==> config.mk <==
export PLATFORM = sky130hd
export DESIGN_NAME = rgb_fade_pwm_sequencer
export DESIGN_NICKNAME = d
export VERILOG_FILES = /design/src/hdl/rfps_pkg.sv /design/src/hdl/rfps_seq.sv /design/src/hdl/rfps_out.sv /design/src/hdl/rgb_fade_pwm_sequencer.sv
export SDC_FILE = /design/constraint.sdc
export NUM_CORES = 1
export LEC_CHECK = 0
export ABC_AREA = 1
export BUFFER_PORTS_ARGS = -buffer_cell sky130_fd_sc_hd__buf_2
export CORE_MARGIN = 4
export CORE_UTILIZATION = 50
export CTS_CLUSTER_DIAMETER = 200
export DETAILED_ROUTE_END_ITERATION = 12
export PLACE_DENSITY = 0.7
export SLEW_MARGIN = 20
export SYNTH_ARGS = -nofsm -noshare
export SYNTH_HDL_FRONTEND = slang
export SYNTH_HIERARCHICAL = 1
export SYNTH_SLANG_ARGS = --single-unit
==> constraint.sdc <==
create_clock -name clk_i -period 3.5 [get_ports clk_i]
set_input_delay 0.175 -clock clk_i [delete_from_list [all_inputs] [get_ports clk_i]]
set_output_delay 0.175 -clock clk_i [all_outputs]
set_load 0.005 [all_outputs]
==> src/hdl/rfps_pkg.sv <==
// Shared types, constants and pattern tables for the RGB fade PWM sequencer.
`default_nettype none

package rfps_pkg;

  // Default build values
  localparam int unsigned RAMP_STEPS_DEF    = 254;
  localparam int unsigned PWM_INCREMENT_DEF = 4;

  // Configuration port
  localparam int unsigned CFG_IDX_W  = 2;
  localparam logic [7:0]  FAST_RESET = 8'd30;
  localparam logic [7:0]  SLOW_RESET = 8'd150;

  // Input beat kinds
  localparam logic OP_TICK = 1'b0;
  localparam logic OP_CHAR = 1'b1;

  // Pattern selection characters
  localparam logic [7:0] CHAR_ZERO  = 8'h30;
  localparam logic [7:0] CHAR_THREE = 8'h33;

  typedef enum logic [CFG_IDX_W-1:0] {
    REG_FAST_STEP = 2'd0,
    REG_SLOW_STEP = 2'd1
  } cfg_reg_e;

  typedef enum logic [2:0] {
    PAT_XFADE  = 3'd0,  // G>R>B>G
    PAT_SINGLE = 3'd1,  // R, G, B alone
    PAT_GB     = 3'd2,  // G>B>G
    PAT_GBR    = 3'd3,  // G>B>R>G
    PAT_IDLE   = 3'd4
  } pattern_e;

  typedef enum logic [1:0] {
    CH_RED   = 2'd0,
    CH_GREEN = 2'd1,
    CH_BLUE  = 2'd2,
    CH_NONE  = 2'd3
  } chan_e;

  // Channel levels, index 0 red, 1 green, 2 blue
  typedef logic [2:0][7:0] levels_t;

  typedef struct packed {
    logic       op;
    logic [7:0] rx_char;
  } in_t;

  typedef struct packed {
    logic       red_pin;
    logic       green_pin;
    logic       blue_pin;
    logic [7:0] red_level;
    logic [7:0] green_level;
    logic [7:0] blue_level;
  } out_t;

  // Channel that ramps up in a phase
  function automatic chan_e rise_chan(pattern_e pat, logic [1:0] ph);
    chan_e c;
    c = CH_NONE;
    case (pat)
      PAT_XFADE: begin
        case (ph)
          2'd0:    c = CH_RED;
          2'd1:    c = CH_BLUE;
          2'd2:    c = CH_GREEN;
          default: c = CH_NONE;
        endcase
      end
      PAT_SINGLE: begin
        case (ph)
          2'd0:    c = CH_RED;
          2'd1:    c = CH_GREEN;
          2'd2:    c = CH_BLUE;
          default: c = CH_NONE;
        endcase
      end
      PAT_GB: begin
        case (ph)
          2'd0:    c = CH_BLUE;
          2'd1:    c = CH_GREEN;
          default: c = CH_NONE;
        endcase
      end
      PAT_GBR: begin
        case (ph)
          2'd0:    c = CH_BLUE;
          2'd1:    c = CH_RED;
          2'd2:    c = CH_GREEN;
          default: c = CH_NONE;
        endcase
      end
      default: c = CH_NONE;
    endcase
    return c;
  endfunction

  // Channel that ramps down in a phase
  function automatic chan_e fall_chan(pattern_e pat, logic [1:0] ph);
    chan_e c;
    c = CH_NONE;
    case (pat)
      PAT_XFADE: begin
        case (ph)
          2'd0:    c = CH_GREEN;
          2'd1:    c = CH_RED;
          2'd2:    c = CH_BLUE;
          default: c = CH_NONE;
        endcase
      end
      PAT_GB: begin
        case (ph)
          2'd0:    c = CH_GREEN;
          2'd1:    c = CH_BLUE;
          default: c = CH_NONE;
        endcase
      end
      PAT_GBR: begin
        case (ph)
          2'd0:    c = CH_GREEN;
          2'd1:    c = CH_BLUE;
          2'd2:    c = CH_RED;
          default: c = CH_NONE;
        endcase
      end
      default: c = CH_NONE;
    endcase
    return c;
  endfunction

  // Number of phases in one pass
  function automatic logic [1:0] phase_total(pattern_e pat);
    logic [1:0] n;
    case (pat)
      PAT_GB:  n = 2'd2;
      default: n = 2'd3;
    endcase
    return n;
  endfunction

  // Set the rising and falling channel levels for a step
  function automatic levels_t apply_levels(levels_t lv, pattern_e pat, logic [1:0] ph,
                                           logic [7:0] step, logic [7:0] ramp);
    levels_t r;
    chan_e   u;
    chan_e   d;
    r = lv;
    u = rise_chan(pat, ph);
    d = fall_chan(pat, ph);
    if (u != CH_NONE) r[u] = step;
    if (d != CH_NONE) r[d] = ramp - step;
    return r;
  endfunction

endpackage

`default_nettype wire

==> src/hdl/rfps_seq.sv <==
// Pattern sequencer: PWM counter, step timing, phase control and channel levels.
`default_nettype none

module rfps_seq #(
  parameter int unsigned RAMP_STEPS    = rfps_pkg::RAMP_STEPS_DEF,
  parameter int unsigned PWM_INCREMENT = rfps_pkg::PWM_INCREMENT_DEF
) (
  input  wire logic                           clk_i,
  input  wire logic                           rst_ni,
  input  wire logic                           fire_i,
  input  wire rfps_pkg::in_t                  in_i,
  input  wire logic                           cfg_we_i,
  input  wire logic [rfps_pkg::CFG_IDX_W-1:0] cfg_idx_i,
  input  wire logic [7:0]                     cfg_data_i,
  output rfps_pkg::levels_t                   res_levels_o,
  output logic [7:0]                          res_pwm_o
);
  import rfps_pkg::*;

  localparam logic [7:0] RAMP_W = 8'(RAMP_STEPS);
  localparam logic [7:0] INC_W  = 8'(PWM_INCREMENT);

  logic [7:0] fast_q, slow_q;
  logic [7:0] pwm_q, pwm_d;
  logic [7:0] char_q;
  pattern_e   pat_q, pat_d;
  logic [1:0] phase_q, phase_d;
  logic [7:0] step_q, step_d;
  logic [7:0] tick_q, tick_d;
  levels_t    lvl_q, lvl_d;

  // Values after a possible pass start
  pattern_e   pat_b;
  logic [1:0] phase_b;
  logic [7:0] step_b, tick_b, pwm_b;
  levels_t    lvl_b;
  logic [2:0] char_off;
  logic [7:0] step_len;
  logic [8:0] tick_inc, step_inc;
  logic [1:0] phase_inc;
  chan_e      done_chan;

  assign char_off = char_q[2:0] - CHAR_ZERO[2:0];

  // Pass start when idle
  always_comb begin
    pat_b   = pat_q;
    phase_b = phase_q;
    step_b  = step_q;
    tick_b  = tick_q;
    pwm_b   = pwm_q;
    lvl_b   = lvl_q;
    if (pat_q[2]) begin
      phase_b = 2'd0;
      step_b  = 8'd0;
      tick_b  = 8'd0;
      pwm_b   = 8'd0;
      lvl_b   = '0;
      if (char_q >= CHAR_ZERO && char_q <= CHAR_THREE) begin
        pat_b = pattern_e'(char_off);
        lvl_b = apply_levels('0, pat_b, 2'd0, 8'd0, RAMP_W);
      end else begin
        pat_b = PAT_IDLE;
      end
    end
  end

  // Result seen by this beat
  always_comb begin
    if (in_i.op == OP_CHAR) begin
      res_levels_o = lvl_q;
      res_pwm_o    = pwm_q;
    end else begin
      res_levels_o = lvl_b;
      res_pwm_o    = pwm_b + INC_W;
    end
  end

  // Step and phase advance after the tick
  assign step_len  = (pat_b == PAT_SINGLE) ? slow_q : fast_q;
  assign tick_inc  = {1'b0, tick_b} + 9'd1;
  assign step_inc  = {1'b0, step_b} + 9'd1;
  assign phase_inc = phase_b + 2'd1;
  assign done_chan = rise_chan(PAT_SINGLE, phase_b);

  always_comb begin
    pat_d   = pat_b;
    phase_d = phase_b;
    step_d  = step_b;
    tick_d  = tick_b;
    lvl_d   = lvl_b;
    pwm_d   = pwm_b + INC_W;
    if (!pat_b[2]) begin
      // zero length counts as one tick
      if (tick_inc < {1'b0, step_len} && step_len != 8'd0) begin
        tick_d = tick_inc[7:0];
      end else begin
        tick_d = 8'd0;
        if (step_inc < {1'b0, RAMP_W}) begin
          step_d = step_inc[7:0];
          lvl_d  = apply_levels(lvl_b, pat_b, phase_b, step_inc[7:0], RAMP_W);
        end else begin
          step_d = 8'd0;
          // single-color ramp is blanked at its end
          if (pat_b == PAT_SINGLE && done_chan != CH_NONE) lvl_d[done_chan] = 8'd0;
          if (phase_inc >= phase_total(pat_b) || phase_inc == 2'd0) begin
            phase_d = 2'd0;
            pat_d   = PAT_IDLE;
          end else begin
            phase_d = phase_inc;
            lvl_d   = apply_levels(lvl_d, pat_b, phase_inc, 8'd0, RAMP_W);
          end
        end
      end
    end
  end

  // Configuration registers
  always_ff @(posedge clk_i or negedge rst_ni) begin
    if (!rst_ni) begin
      fast_q <= FAST_RESET;
      slow_q <= SLOW_RESET;
    end else if (cfg_we_i) begin
      case (cfg_reg_e'(cfg_idx_i))
        REG_FAST_STEP: fast_q <= cfg_data_i;
        REG_SLOW_STEP: slow_q <= cfg_data_i;
        default: ;
      endcase
    end
  end

  // Sequencer state
  always_ff @(posedge clk_i or negedge rst_ni) begin
    if (!rst_ni) begin
      pwm_q   <= 8'd0;
      char_q  <= 8'd0;
      pat_q   <= PAT_IDLE;
      phase_q <= 2'd0;
      step_q  <= 8'd0;
      tick_q  <= 8'd0;
      lvl_q   <= '0;
    end else if (fire_i) begin
      if (in_i.op == OP_CHAR) begin
        char_q <= in_i.rx_char;
      end else begin
        pwm_q   <= pwm_d;
        pat_q   <= pat_d;
        phase_q <= phase_d;
        step_q  <= step_d;
        tick_q  <= tick_d;
        lvl_q   <= lvl_d;
      end
    end
  end

endmodule

`default_nettype wire

==> src/hdl/rfps_out.sv <==
// Pin compare and result register with a skid stage.
`default_nettype none

module rfps_out (
  input  wire logic              clk_i,
  input  wire logic              rst_ni,
  input  wire logic              fire_i,
  input  wire rfps_pkg::levels_t levels_i,
  input  wire logic [7:0]        pwm_i,
  output logic                   in_ready_o,
  output logic                   out_valid_o,
  input  wire logic              out_ready_i,
  output rfps_pkg::out_t         out_data_o
);
  import rfps_pkg::*;

  out_t res;
  out_t main_q, skid_q;
  logic main_vld_q, skid_vld_q;
  logic out_fire;

  // Pins high while level is above the counter
  always_comb begin
    res.red_pin     = levels_i[CH_RED]   > pwm_i;
    res.green_pin   = levels_i[CH_GREEN] > pwm_i;
    res.blue_pin    = levels_i[CH_BLUE]  > pwm_i;
    res.red_level   = levels_i[CH_RED];
    res.green_level = levels_i[CH_GREEN];
    res.blue_level  = levels_i[CH_BLUE];
  end

  assign in_ready_o  = !skid_vld_q;
  assign out_valid_o = main_vld_q;
  assign out_data_o  = main_q;
  assign out_fire    = main_vld_q && out_ready_i;

  // Valid flags
  always_ff @(posedge clk_i or negedge rst_ni) begin
    if (!rst_ni) begin
      main_vld_q <= 1'b0;
      skid_vld_q <= 1'b0;
    end else if (skid_vld_q) begin
      if (out_fire) skid_vld_q <= 1'b0;
    end else if (fire_i) begin
      if (main_vld_q && !out_ready_i) skid_vld_q <= 1'b1;
      main_vld_q <= 1'b1;
    end else if (out_fire) begin
      main_vld_q <= 1'b0;
    end
  end

  // Payload
  always_ff @(posedge clk_i) begin
    if (skid_vld_q) begin
      if (out_fire) main_q <= skid_q;
    end else if (fire_i) begin
      if (main_vld_q && !out_ready_i) skid_q <= res;
      else                            main_q <= res;
    end
  end

endmodule

`default_nettype wire

==> src/hdl/rgb_fade_pwm_sequencer.sv <==
// Top level of the RGB fade PWM sequencer.
// Usage:
//   Input channel (in_valid_i/in_ready_o/in_data_i): each beat is either a PWM
//   tick (op = 0) or a received character (op = 1). A tick advances the PWM
//   counter and the fade sequencer; a character selects the pattern for the
//   next pass ('0'..'3'; anything else keeps all LEDs dark).
//   Output channel (out_valid_o/out_ready_i/out_data_o): one beat per input
//   beat, carrying the three pin states and the three duty levels.
//   Config channel (cfg_valid_i/cfg_ready_o): index 0 sets ticks per step for
//   the cross-fade patterns, index 1 for the single-color pattern. Always
//   ready; write only while the block is idle.
//   Results are registered (skid stage on a stall), one beat per cycle while
//   in_ready_o is high; the sequencer update is a single registered pass.
//   Reset clears the counter, levels and stored character, leaves no pattern
//   running and restores the step lengths to 30 and 150. When the receiver
//   stalls, the output register and a skid stage hold two results; once both
//   are full in_ready_o stays low until the receiver takes a beat.
`default_nettype none

module rgb_fade_pwm_sequencer #(
  parameter int unsigned RAMP_STEPS    = rfps_pkg::RAMP_STEPS_DEF,
  parameter int unsigned PWM_INCREMENT = rfps_pkg::PWM_INCREMENT_DEF
) (
  input  wire logic                           clk_i,
  input  wire logic                           rst_ni,
  input  wire logic                           in_valid_i,
  output logic                                in_ready_o,
  input  wire rfps_pkg::in_t                  in_data_i,
  output logic                                out_valid_o,
  input  wire logic                           out_ready_i,
  output rfps_pkg::out_t                      out_data_o,
  input  wire logic                           cfg_valid_i,
  output logic                                cfg_ready_o,
  input  wire logic [rfps_pkg::CFG_IDX_W-1:0] cfg_idx_i,
  input  wire logic [7:0]                     cfg_data_i
);
  import rfps_pkg::*;

  logic       in_fire;
  levels_t    res_levels;
  logic [7:0] res_pwm;

  assign cfg_ready_o = 1'b1;
  assign in_fire     = in_valid_i && in_ready_o;

  // Sequencer state and next-step logic
  rfps_seq #(
    .RAMP_STEPS    (RAMP_STEPS),
    .PWM_INCREMENT (PWM_INCREMENT)
  ) u_seq (
    .clk_i        (clk_i),
    .rst_ni       (rst_ni),
    .fire_i       (in_fire),
    .in_i         (in_data_i),
    .cfg_we_i     (cfg_valid_i && cfg_ready_o),
    .cfg_idx_i    (cfg_idx_i),
    .cfg_data_i   (cfg_data_i),
    .res_levels_o (res_levels),
    .res_pwm_o    (res_pwm)
  );

  // Pin compare and output buffering
  rfps_out u_out (
    .clk_i       (clk_i),
    .rst_ni      (rst_ni),
    .fire_i      (in_fire),
    .levels_i    (res_levels),
    .pwm_i       (res_pwm),
    .in_ready_o  (in_ready_o),
    .out_valid_o (out_valid_o),
    .out_ready_i (out_ready_i),
    .out_data_o  (out_data_o)
  );

endmodule

`default_nettype wire

# Word level (Yosys, flattened, before mapping)
# Index checks and enable logic that the tools add are counted.
totals:
  inputBits: 24
  reg_bits: 133
  output_inout_bits: 30
  word_cells: 220
classes:
  mux: 109
  order_cmp: 20
  n_eq_ne: 18
  n_reduce_logical: 31
  bitwise: 12
  add_sub_neg: 5
op_table:
  columns: ["cell", "count"]
  rows:
  - ["$mux 24", 25]
  - ["$mux 8", 16]
  - ["$mux 27", 4]
  - ["$demux 8 s2", 6]
  - ["$pmux 2 s3", 12]
  - ["$mux 2", 25]
  - ["$and 24x24->24", 2]
  - ["$bwmux 24", 2]
  - ["$not 24->24", 2]
  - ["$or 21x21->21", 2]
  - ["$gt 8x8->1", 3]
  - ["$add 8x1->9 const B", 2]
  - ["$lt 2x3->1 const B", 6]
  - ["$mux 3", 6]
  - ["$pmux 2 s2", 4]
  - ["$pmux 2 s4", 2]
  - ["$ne 2x2->1 const B", 7]
  - ["$eq 3x2->1 const B", 4]
  - ["$ge 2x1->1 const B", 6]
  - ["$logic_and 1x1->1", 12]
  - ["$reduce_and 2->1", 5]
  - ["$lt 9x8->1", 1]
  - ["$lt 9x8->1 const B", 1]
  - ["$add 8x3->8 const B", 1]
  - ["other kinds (21)", 39]

# Longest topological paths before layout
# Gate-level depths: netlist of run 1.
logic_depth:
  word_depth: 33
  mapped_depth: 23
  ltp_nobuf: 20

# Hierarchy
# The synthesis of run 1 kept the hierarchy.
by_module_without_submodules:
  columns: ["module", "instances", "area_per_inst_um2", "cells_per_inst"]
  rows:
  - ["rfps_seq", 1, 6212.2, 970]
  - ["rfps_out", 1, 2645.0, 244]
  - ["rgb_fade_pwm_sequencer", 1, 18.8, 4]

# Worst setup path before layout of run 1
# Ideal clock, no wire load.
synth_path:
  path_kind: "flip-flop to flip-flop"
  startpoint: "register u_seq.pat_q[2]"
  endpoint: "register u_seq.step_q[5]"
  stages_incl_launch_ff: 21
  synth_period_minus_slack_ps: 3474
  t_arrival_ps: 3344
  setup_slack_ps: 26
  required_ps: 3370
  cell_sequence: "dfstp_2 -> buf_6 -> buf_6 -> clkbuf_1 -> clkbuf_1 -> nor2_1 -> ha_1 -> or2_2 -> nand2_1 -> inv_1 -> ha_1 -> a21oi_1 -> o21ai_0 -> nand4_1 -> nand3_1 -> a21oi_4 -> nand2_4 -> nand2_1 -> o22ai_1 -> nand2_1 -> o21ai_0"
synth_between:
  elab_chain_cells: 7
synth_rtl:
  columns: ["element", "line_no", "text"]
  rows:
  - ["from (decl)", "rfps_seq.sv:26", "pattern_e pat_q, pat_d;"]
  - ["from (signal assigned)", "rfps_seq.sv:147", "pat_q <= pat_d;"]
  - ["parallel branches: the longest is 6 deep, another holds $add 8x1->9", null, null]
  - ["$mux 8 *", "rfps_seq.sv:93", "if (!pat_b[2]) begin"]
  - ["to (signal assigned)", "rfps_seq.sv:149", "step_q <= step_d;"]
  - ["to (decl)", "rfps_seq.sv:28", "logic [7:0] step_q, step_d;"]
# Every way passes the cells marked *.
# A chain may end at the register's enable or synchronous reset.

# Worst setup path after layout of run 1
layout_path:
  startpoint: "register u_seq.pat_q[2]"
  endpoint: "register u_seq/lvl_q[3] (netlist name)"
layout_between:
  elab_chain_cells: 26
layout_rtl:
  columns: ["element", "line_no", "text"]
  rows:
  - ["$mux 2", "rfps_seq.sv:53", "if (pat_q[2]) begin"]
  - ["$add 2x1->2", "rfps_seq.sv:83", "assign phase_inc = phase_b + 2'd1;"]
  - ["$eq 2x2->1, or another cell as far along", null, null]
  - ["$pmux 2 s3, or another cell as far along", "rfps_pkg.sv:89", "case (ph)"]
  - ["$pmux 2 s4", "rfps_pkg.sv:64", "case (pat)"]
  - ["$mux 2", "rfps_seq.sv:106", "if (phase_inc >= phase_total(pat_b) || phase_inc == 2'd0) begin"]
  - ["$mux 2", "rfps_seq.sv:99", "if (step_inc < {1'b0, RAMP_W}) begin"]
  - ["$mux 2", "rfps_seq.sv:95", "if (tick_inc < {1'b0, step_len} && step_len != 8'd0) begin"]
  - ["[... 10 more ...]", null, null]
  - ["$mux 24", "rfps_seq.sv:95", null]
  - ["$mux 24", "rfps_seq.sv:93", null]
  - ["$or 21x21->21 (no line)", null, null]
  - ["$mux 24", "rfps_pkg.sv:154", "if (d != CH_NONE) r[d] = ramp - step;"]
  - ["$mux 24", "rfps_seq.sv:106", null]
  - ["$mux 24", "rfps_seq.sv:99", null]
  - ["$mux 24", "rfps_seq.sv:95", null]
  - ["$mux 24 *", "rfps_seq.sv:93", null]
  - ["to (signal assigned)", "rfps_seq.sv:151", "lvl_q <= lvl_d;"]
  - ["to (decl)", "rfps_seq.sv:30", "levels_t lvl_q, lvl_d;"]
# Every way passes the cells marked *; elsewhere a longest branch is shown, timed or not. The select of a mux whose other input is x is not followed.

==> flow_summary.toml, run 1 <==
[timing]
tightest_slew_ns = 0.7796
final-hold-violation-count = 0
fin_ws_ns = 0.1846
min_period_ns = 3.315
fmax_mhz = 301.6
final.setup.tns_ns = 0
post-route-period-util_pct = 94.73
final-setup-viol-count = 0
final_max_slew_viol_count = 0
relSlewSlack_pct = 47.74
finClkSkew_ns = 0.006938

[cts]
clkSinkCount = 133
cts_tree = "built"
cts_buffers = 17
clk_latency_ns = 0.42
root_buffer = "clkbuf_16"
htree_levels = 4
cts_buffer_depth = 2
clk_pin_slew_ns = 0.06

[yosys]
synth_edf_count = 54
syn-num-nets = 1283
ys_seq_elements = 133
synth.avg_cell_area_sq_um = 7.287
synth_cell_types = 48
synth_warnings = 6
ys_seq_area_share_pct = 40.67
ys.flop_type = "dfrtp_1"
async_reset_ff_share_pct = 59.40
syn_area_sq_um = 8876
synthCells = 1218

[power_and_ir_drop]
combPwrFrac_pct = 32.5
power_density_nw_per_um2 = 554.9
vdd_ir_drop_max_mv = 0.3771
pwr-share-seq_pct = 36.4
p_int_mw = 3.700
p_sw_share_pct = 35.65
power_mw = 5.750
leakagePower_nw = 5.032
clkPwrFrac_pct = 31.2
p_sw_mw = 2.050

[finish]
areaGrowthSynthToFinish_pct = 16.73
fin_nets = 1363
layout_commonest_cell = "nand2_1"
layout-drive-gt1-share_pct = 15.10
layout_common_cells = "427 x nand2_1, 143 x inv_1, 124 x nand3_1"
final_cells = 1536
diodes = 0

[die]
ios = 54
coreArea_sq_um = 17360
rows = 48
die_h_um = 141.2
die_x_um = 141.2
initial_core_util_pct = 51.14
die-area_sq_um = 19950

[worst_setup_path]
cp.required_ns = 3.81
cp_max_fo = 12
critPathLaunchType = "flop"
worst-setup-path-type = "flop to flop"
crit_arrival_ns = 3.62
end_kind = "flop"

[routing]
post_drt_wl_per_cell_um = 15.02
viasPerCell = 5.343
num_vias = 8207
dr.first_iter.drc_count = 622
ant_nets = 0
firstDrtPassIters = 7
wirelength_um = 23070
drc = 0

[placed_design]
post-place-ws_ns = 0.01044
port_buffers = 52
dp.cells = 1479
dp_hpwl_um = 15940
place.gp.congestion = 0.9361

[min_path]
hold_path.class = "primary input to flop"

[global_route]
grt_overflow_total = 0
grt_util_all_layers_pct = 23.15
grt_max_degree = 80
antenna_found_initial = 1
grt_pass1_wl_um = 37610
grt_pass1_vias = 7702

[run_status]
status = "completed"

[flow_run]
drv_cap = 0
[stage by stage]
stage | cell area [sq um] | hold WS [ns] | utilization (%)
6_report | 10360 | 0.004096 | 59.70
5_1_grt | 10360 | 0.01422 | 59.70
2_1_floorplan | 8876 | -0.1206 | -
3_5_place_dp | 9389 | 0.4112 | 54.09
3_3_place_gp | 9389 | 0.4077 | 54.09
4_1_cts | 10100 | 0.001681 | 58.22
[registers in the layout (all words and copies together) (netlist names)]
signal / count
u_out/out_data_o: 27
u_out/out_valid_o: 1
u_out/skid_q: 27
u_out/skid_vld_q: 1
u_seq/char_q: 8
u_seq/fast_q: 8
u_seq/lvl_q: 24
u_seq/pat_q: 3
u_seq/phase_q: 2
u_seq/pwm_q: 8
u_seq/slow_q: 8
u_seq/step_q: 8
u_seq/tick_q: 8
[cells in the mapped netlist, types with 2 or more instances]
library cell,number,area share (%)
nor3_2,2,0.23
inv_1,144,6.1
nor2_1,89,3.8
nand2_4,3,0.38
buf_2,6,0.34
o21ai_0,67,3.8
a21oi_1,15,0.85
mux2_2,8,1.0
edfxtp_1,54,18
buf_4,6,0.51
inv_2,8,0.34
nand2_2,7,0.49
dfrtp_1,70,20
nor2_2,10,0.70
ha_1,41,5.8
clkbuf_1,19,0.80
nor2_4,2,0.25
o22ai_1,8,0.56
nand4_1,24,1.7
nand3_1,125,7.0
a21boi_1,2,0.17
dfstp_2,9,2.7
nand3_2,3,0.34
a21oi_4,4,0.73
a21o_1,3,0.25
o21ai_1,8,0.45
nand3b_1,2,0.17
a31oi_1,2,0.14
nor3_1,13,0.73
xor2_1,9,0.89
nand2_1,430,18
o32ai_1,2,0.20
buf_6,8,1.0
[power by group through the flow]
| stage | registers [mW] | clock network (mW) | logic [mW] |
|---|---|---|---|
| after CTS | 2.11 | 1.82 | 1.72 |
| final | 2.09 | 1.79 | 1.87 |
| after global routing | 2.12 | 1.89 | 2.08 |
| after detailed placement | 2.14 | 0 | 1.70 |
| after global placement | 2.13 | 0 | 1.67 |
| after floorplan | 2.12 | 0 | 1.22 |
[area by class of cell]
| cell class | count | area (sq um) |
|---|---|---|
| Fill cell | 1607 | 6995 |
| Multi-Input combinational cell | 892 | 4543 |
| Sequential cell | 133 | 3613 |
| Timing Repair Buffer | 100 | 742.0 |
| Inverter | 154 | 595.6 |
| Clock buffer | 21 | 460.4 |
| Tap cell | 225 | 281.5 |
| Clock inverter | 11 | 125.1 |
[critical path, cell delays in order (launching register included)]
cell	delay, ns
dfstp_4	0.67
buf_4	0.16
nor2_1	0.06
ha_1	0.21
nand2_1	0.12
nor2_2	0.07
xor2_1	0.29
ha_4	0.26
a21oi_1	0.15
o21ai_0	0.10
nand4_1	0.11
nand3_2	0.10
a21oi_4	0.24
a21oi_4	0.12
buf_12	0.14
clkbuf_16	0.16
nand2_1	0.07
nand3_1	0.07
nand2_1	0.06
nand2_1	0.06
[metal layers]
metal | vias up | share of wire, % | track usage, %
li1 | 4101 | - | -
met1 | 3800 | 42 | 29.51
met2 | 251 | 49 | 39.25
met3 | 53 | 5.9 | 4.342
met4 | 2 | 2.7 | 8.465
met5 | - | 0.043 | 0
[cell families (layout without fill, tap and decap cells)]
family | after synthesis | in the layout | synth area share (%)
simple gates | 715 | 715 | 34.49
mux | 8 | 8 | 1.015
xor+xnor | 11 | 11 | 1.170
buf+inv | 193 | 286 | 9.261
other cells | 1 | 1 | 0.04225
fa+ha+maj | 41 | 41 | 5.780
flops | 133 | 133 | 40.67
compound gates | 116 | 116 | 7.570
[final timing paths]
check                                      startpoint                           to  slack [ns]  depth (start not counted)
setup / recovery           u_seq/pat_q[2]$_DFFE_PN1P_   u_seq/lvl_q[3]$_DFFE_PN0P_        0.18                         19
hold / removal                          cfg_data_i[7]  u_seq/slow_q[7]$_DFFE_PN1P_       0.004                          3
setup reg to reg           u_seq/pat_q[2]$_DFFE_PN1P_   u_seq/lvl_q[3]$_DFFE_PN0P_        0.18                         19
hold reg to reg            u_seq/lvl_q[2]$_DFFE_PN0P_   u_seq/lvl_q[2]$_DFFE_PN0P_        0.48                          2
max in group asynchronous                      rst_ni   u_seq/lvl_q[4]$_DFFE_PN0P_        2.62                          2
min in group asynchronous                      rst_ni  u_seq/slow_q[5]$_DFFE_PN0P_        0.37                          2
[timing repair]
action,in CTS,in global routing
setup buffers,0,11
setup endpoints to repair,0,45
resized for setup,0,35
endpoints found under the hold margin,75,0
hold buffers,13,0
No activity file was read; power rests on OpenSTA's default activity.
==> run 2: changes to the inputs <==
GPL_ROUTABILITY_DRIVEN = 0   (was unset)
SLEW_MARGIN = unset   (was 20)
clock period = 2.9 ns   (was 3.5 ns; I/O delays follow)
==> flow_summary.toml, run 2 (synthesis results as in run 1) <==
[run_status]
status = "finished with violations"
failed_checks = "setup timing"

[die]
die_x_um = 141.2
ios = 54
die_h_um = 141.2
die-area_sq_um = 19950
initial_core_util_pct = 51.14
coreArea_sq_um = 17360
rows = 48

[flow_run]
drv_cap = 0

[placed_design]
dp.cells = 1531
post-place-ws_ns = -0.2117
port_buffers = 52
dp_hpwl_um = 16230
place_area_sq_um = 9866

[routing]
wirelength_um = 23580
viasPerCell = 5.285
firstDrtPassIters = 7
post_drt_wl_per_cell_um = 14.84
ant_nets = 0
dr.first_iter.drc_count = 572
drc = 0
num_vias = 8398

[global_route]
grt_overflow_total = 0
grt_util_all_layers_pct = 23.72
use_met2_pct = 40.11
grt_pass1_vias = 8044
antenna_found_initial = 0
grt_util_met3_pct = 3.596
grt_max_degree = 80
grt_pass1_wl_um = 38730
grt.busiest_layer = "met2"
grt_util_met1_pct = 30.62

[cts]
htree_levels = 4
cts_buffer_depth = 2
root_buffer = "clkbuf_16"
cts_buffers = 17
clk_latency_ns = 0.43
cts_tree = "built"
clk_pin_slew_ns = 0.06
clkSinkCount = 133

[timing]
fmax_mhz = 325.4
relSlewSlack_pct = 30.70
finClkSkew_ns = 0.01033
final-setup-viol-count = 44
tightest_slew_ns = 1.039
final_max_slew_viol_count = 0
rsz0062_at_grt = "true"
min_period_ns = 3.073
whs_ns = 0.04371
post-route-period-util_pct = 106.0
final-hold-violation-count = 0
fin_ws_ns = -0.1729
final.setup.tns_ns = -4.345

[worst_setup_path]
r2r_slack_ns = -0.17
cp_max_fo = 8
worst-r2r-cell-count = 19
reg2reg_from = "u_seq/pat_q[2]$_DFFE_PN1P_"
worst-setup-path-type = "flop to flop"
crit_arrival_ns = 3.43
r2r-end = "u_seq/lvl_q[14]$_DFFE_PN0P_"
cp.required_ns = 3.25
critPathLaunchType = "flop"
end_kind = "flop"

[power_and_ir_drop]
combPwrFrac_pct = 34.7
pwr-share-seq_pct = 33.9
power_density_nw_per_um2 = 667.4
p_int_mw = 4.803
leakagePower_nw = 5.410
p_sw_share_pct = 35.58
clkPwrFrac_pct = 31.3
p_sw_mw = 2.653
vdd_ir_drop_max_mv = 0.4617
power_mw = 7.456

[finish]
layout-drive-gt1-share_pct = 22.58
nFillCells = 1468
fin_nets = 1416
finish.instance_area_sq_um = 11170
areaGrowthSynthToFinish_pct = 25.85
final_cells = 1589
diodes = 0
layout_commonest_cell = "nand2_1"
layout_common_cells = "409 x nand2_1, 141 x inv_1, 108 x nand3_1"
final_util_pct = 64.36

[min_path]
holdPathStages = 4
whs_endpoint = "u_out/out_valid_o$_DFFE_PN0P_"
min-delay-start = "out_ready_i"
hold_path.class = "primary input to flop"
## run 2: routing by layer
metal	up-vias	part of all wire (%)
li1	4199	-
met1	3905	43
met2	241	49
met3	53	4.9
met4	0	3.2
met5	-	0
## run 2: worst max-delay path by stage
stage,from,to,cells after the start,slack [ns]
CTS,u_seq/pat_q[2]$_DFFE_PN1P_,u_seq/lvl_q[2]$_DFFE_PN0P_,21,-0.06
finish,u_seq/pat_q[2]$_DFFE_PN1P_,u_seq/lvl_q[14]$_DFFE_PN0P_,19,-0.17
floorplan,u_seq/pat_q[2]$_DFFE_PN1P_,u_seq/lvl_q[22]$_DFFE_PN0P_,22,-0.17
global placement,u_seq/pat_q[2]$_DFFE_PN1P_,u_seq/lvl_q[11]$_DFFE_PN0P_,18,-0.18
detailed placement,u_seq/pat_q[2]$_DFFE_PN1P_,u_seq/step_q[5]$_DFFE_PN0P_,18,-0.21
global route,u_seq/tick_q[1]$_DFFE_PN0P_,u_seq/lvl_q[14]$_DFFE_PN0P_,20,-0.34
## run 2: power by group through the flow
stage                     sequential [mW]  combinational [mW]  clock (mW)
after floorplan                      2.56                1.51           0
after detailed placement             2.56                2.26           0
after CTS                            2.53                2.40        2.36
after global placement               2.55                2.20           0
final                                2.53                2.59        2.34
after global routing                 2.56                2.86        2.46
## run 2: final cells by class
| type | instances | area [sq um] | area share (%) |
|---|---|---|---|
| clock buffers | 18 | 429.2 | 3.842 |
| clock inverters | 14 | 200.2 | 1.792 |
| inverters | 154 | 588.1 | 5.264 |
| multi-input cells | 892 | 4893 | 43.81 |
| flip-flops and latches | 133 | 3610 | 32.31 |
| well taps | 225 | 281.5 | 2.520 |
| repair buffers | 153 | 1169 | 10.46 |
## run 2: what timing repair did
item | CTS | global route
hold buffers | 17 | 0
pin swaps | 11 | 25
cloned | 0 | 0
gates resized for setup | 30 | 73
setup endpoints to repair | 45 | 51
endpoints found under the hold margin | 94 | 0
setup buffers | 4 | 5
## run 2: critical path, cell delays in order, from the launching register on
cell,delay [ns]
dfstp_2,0.62
buf_4,0.17
nor2_4,0.03
ha_2,0.18
nand2_2,0.09
nor2_4,0.05
xor2_2,0.23
ha_4,0.26
a21oi_2,0.15
o21ai_1,0.09
nand4_1,0.13
nand3_2,0.09
a21oi_4,0.23
nand2_4,0.14
inv_4,0.11
buf_12,0.15
nand2_4,0.05
nand3_2,0.08
nand2_1,0.06
nand2_1,0.09
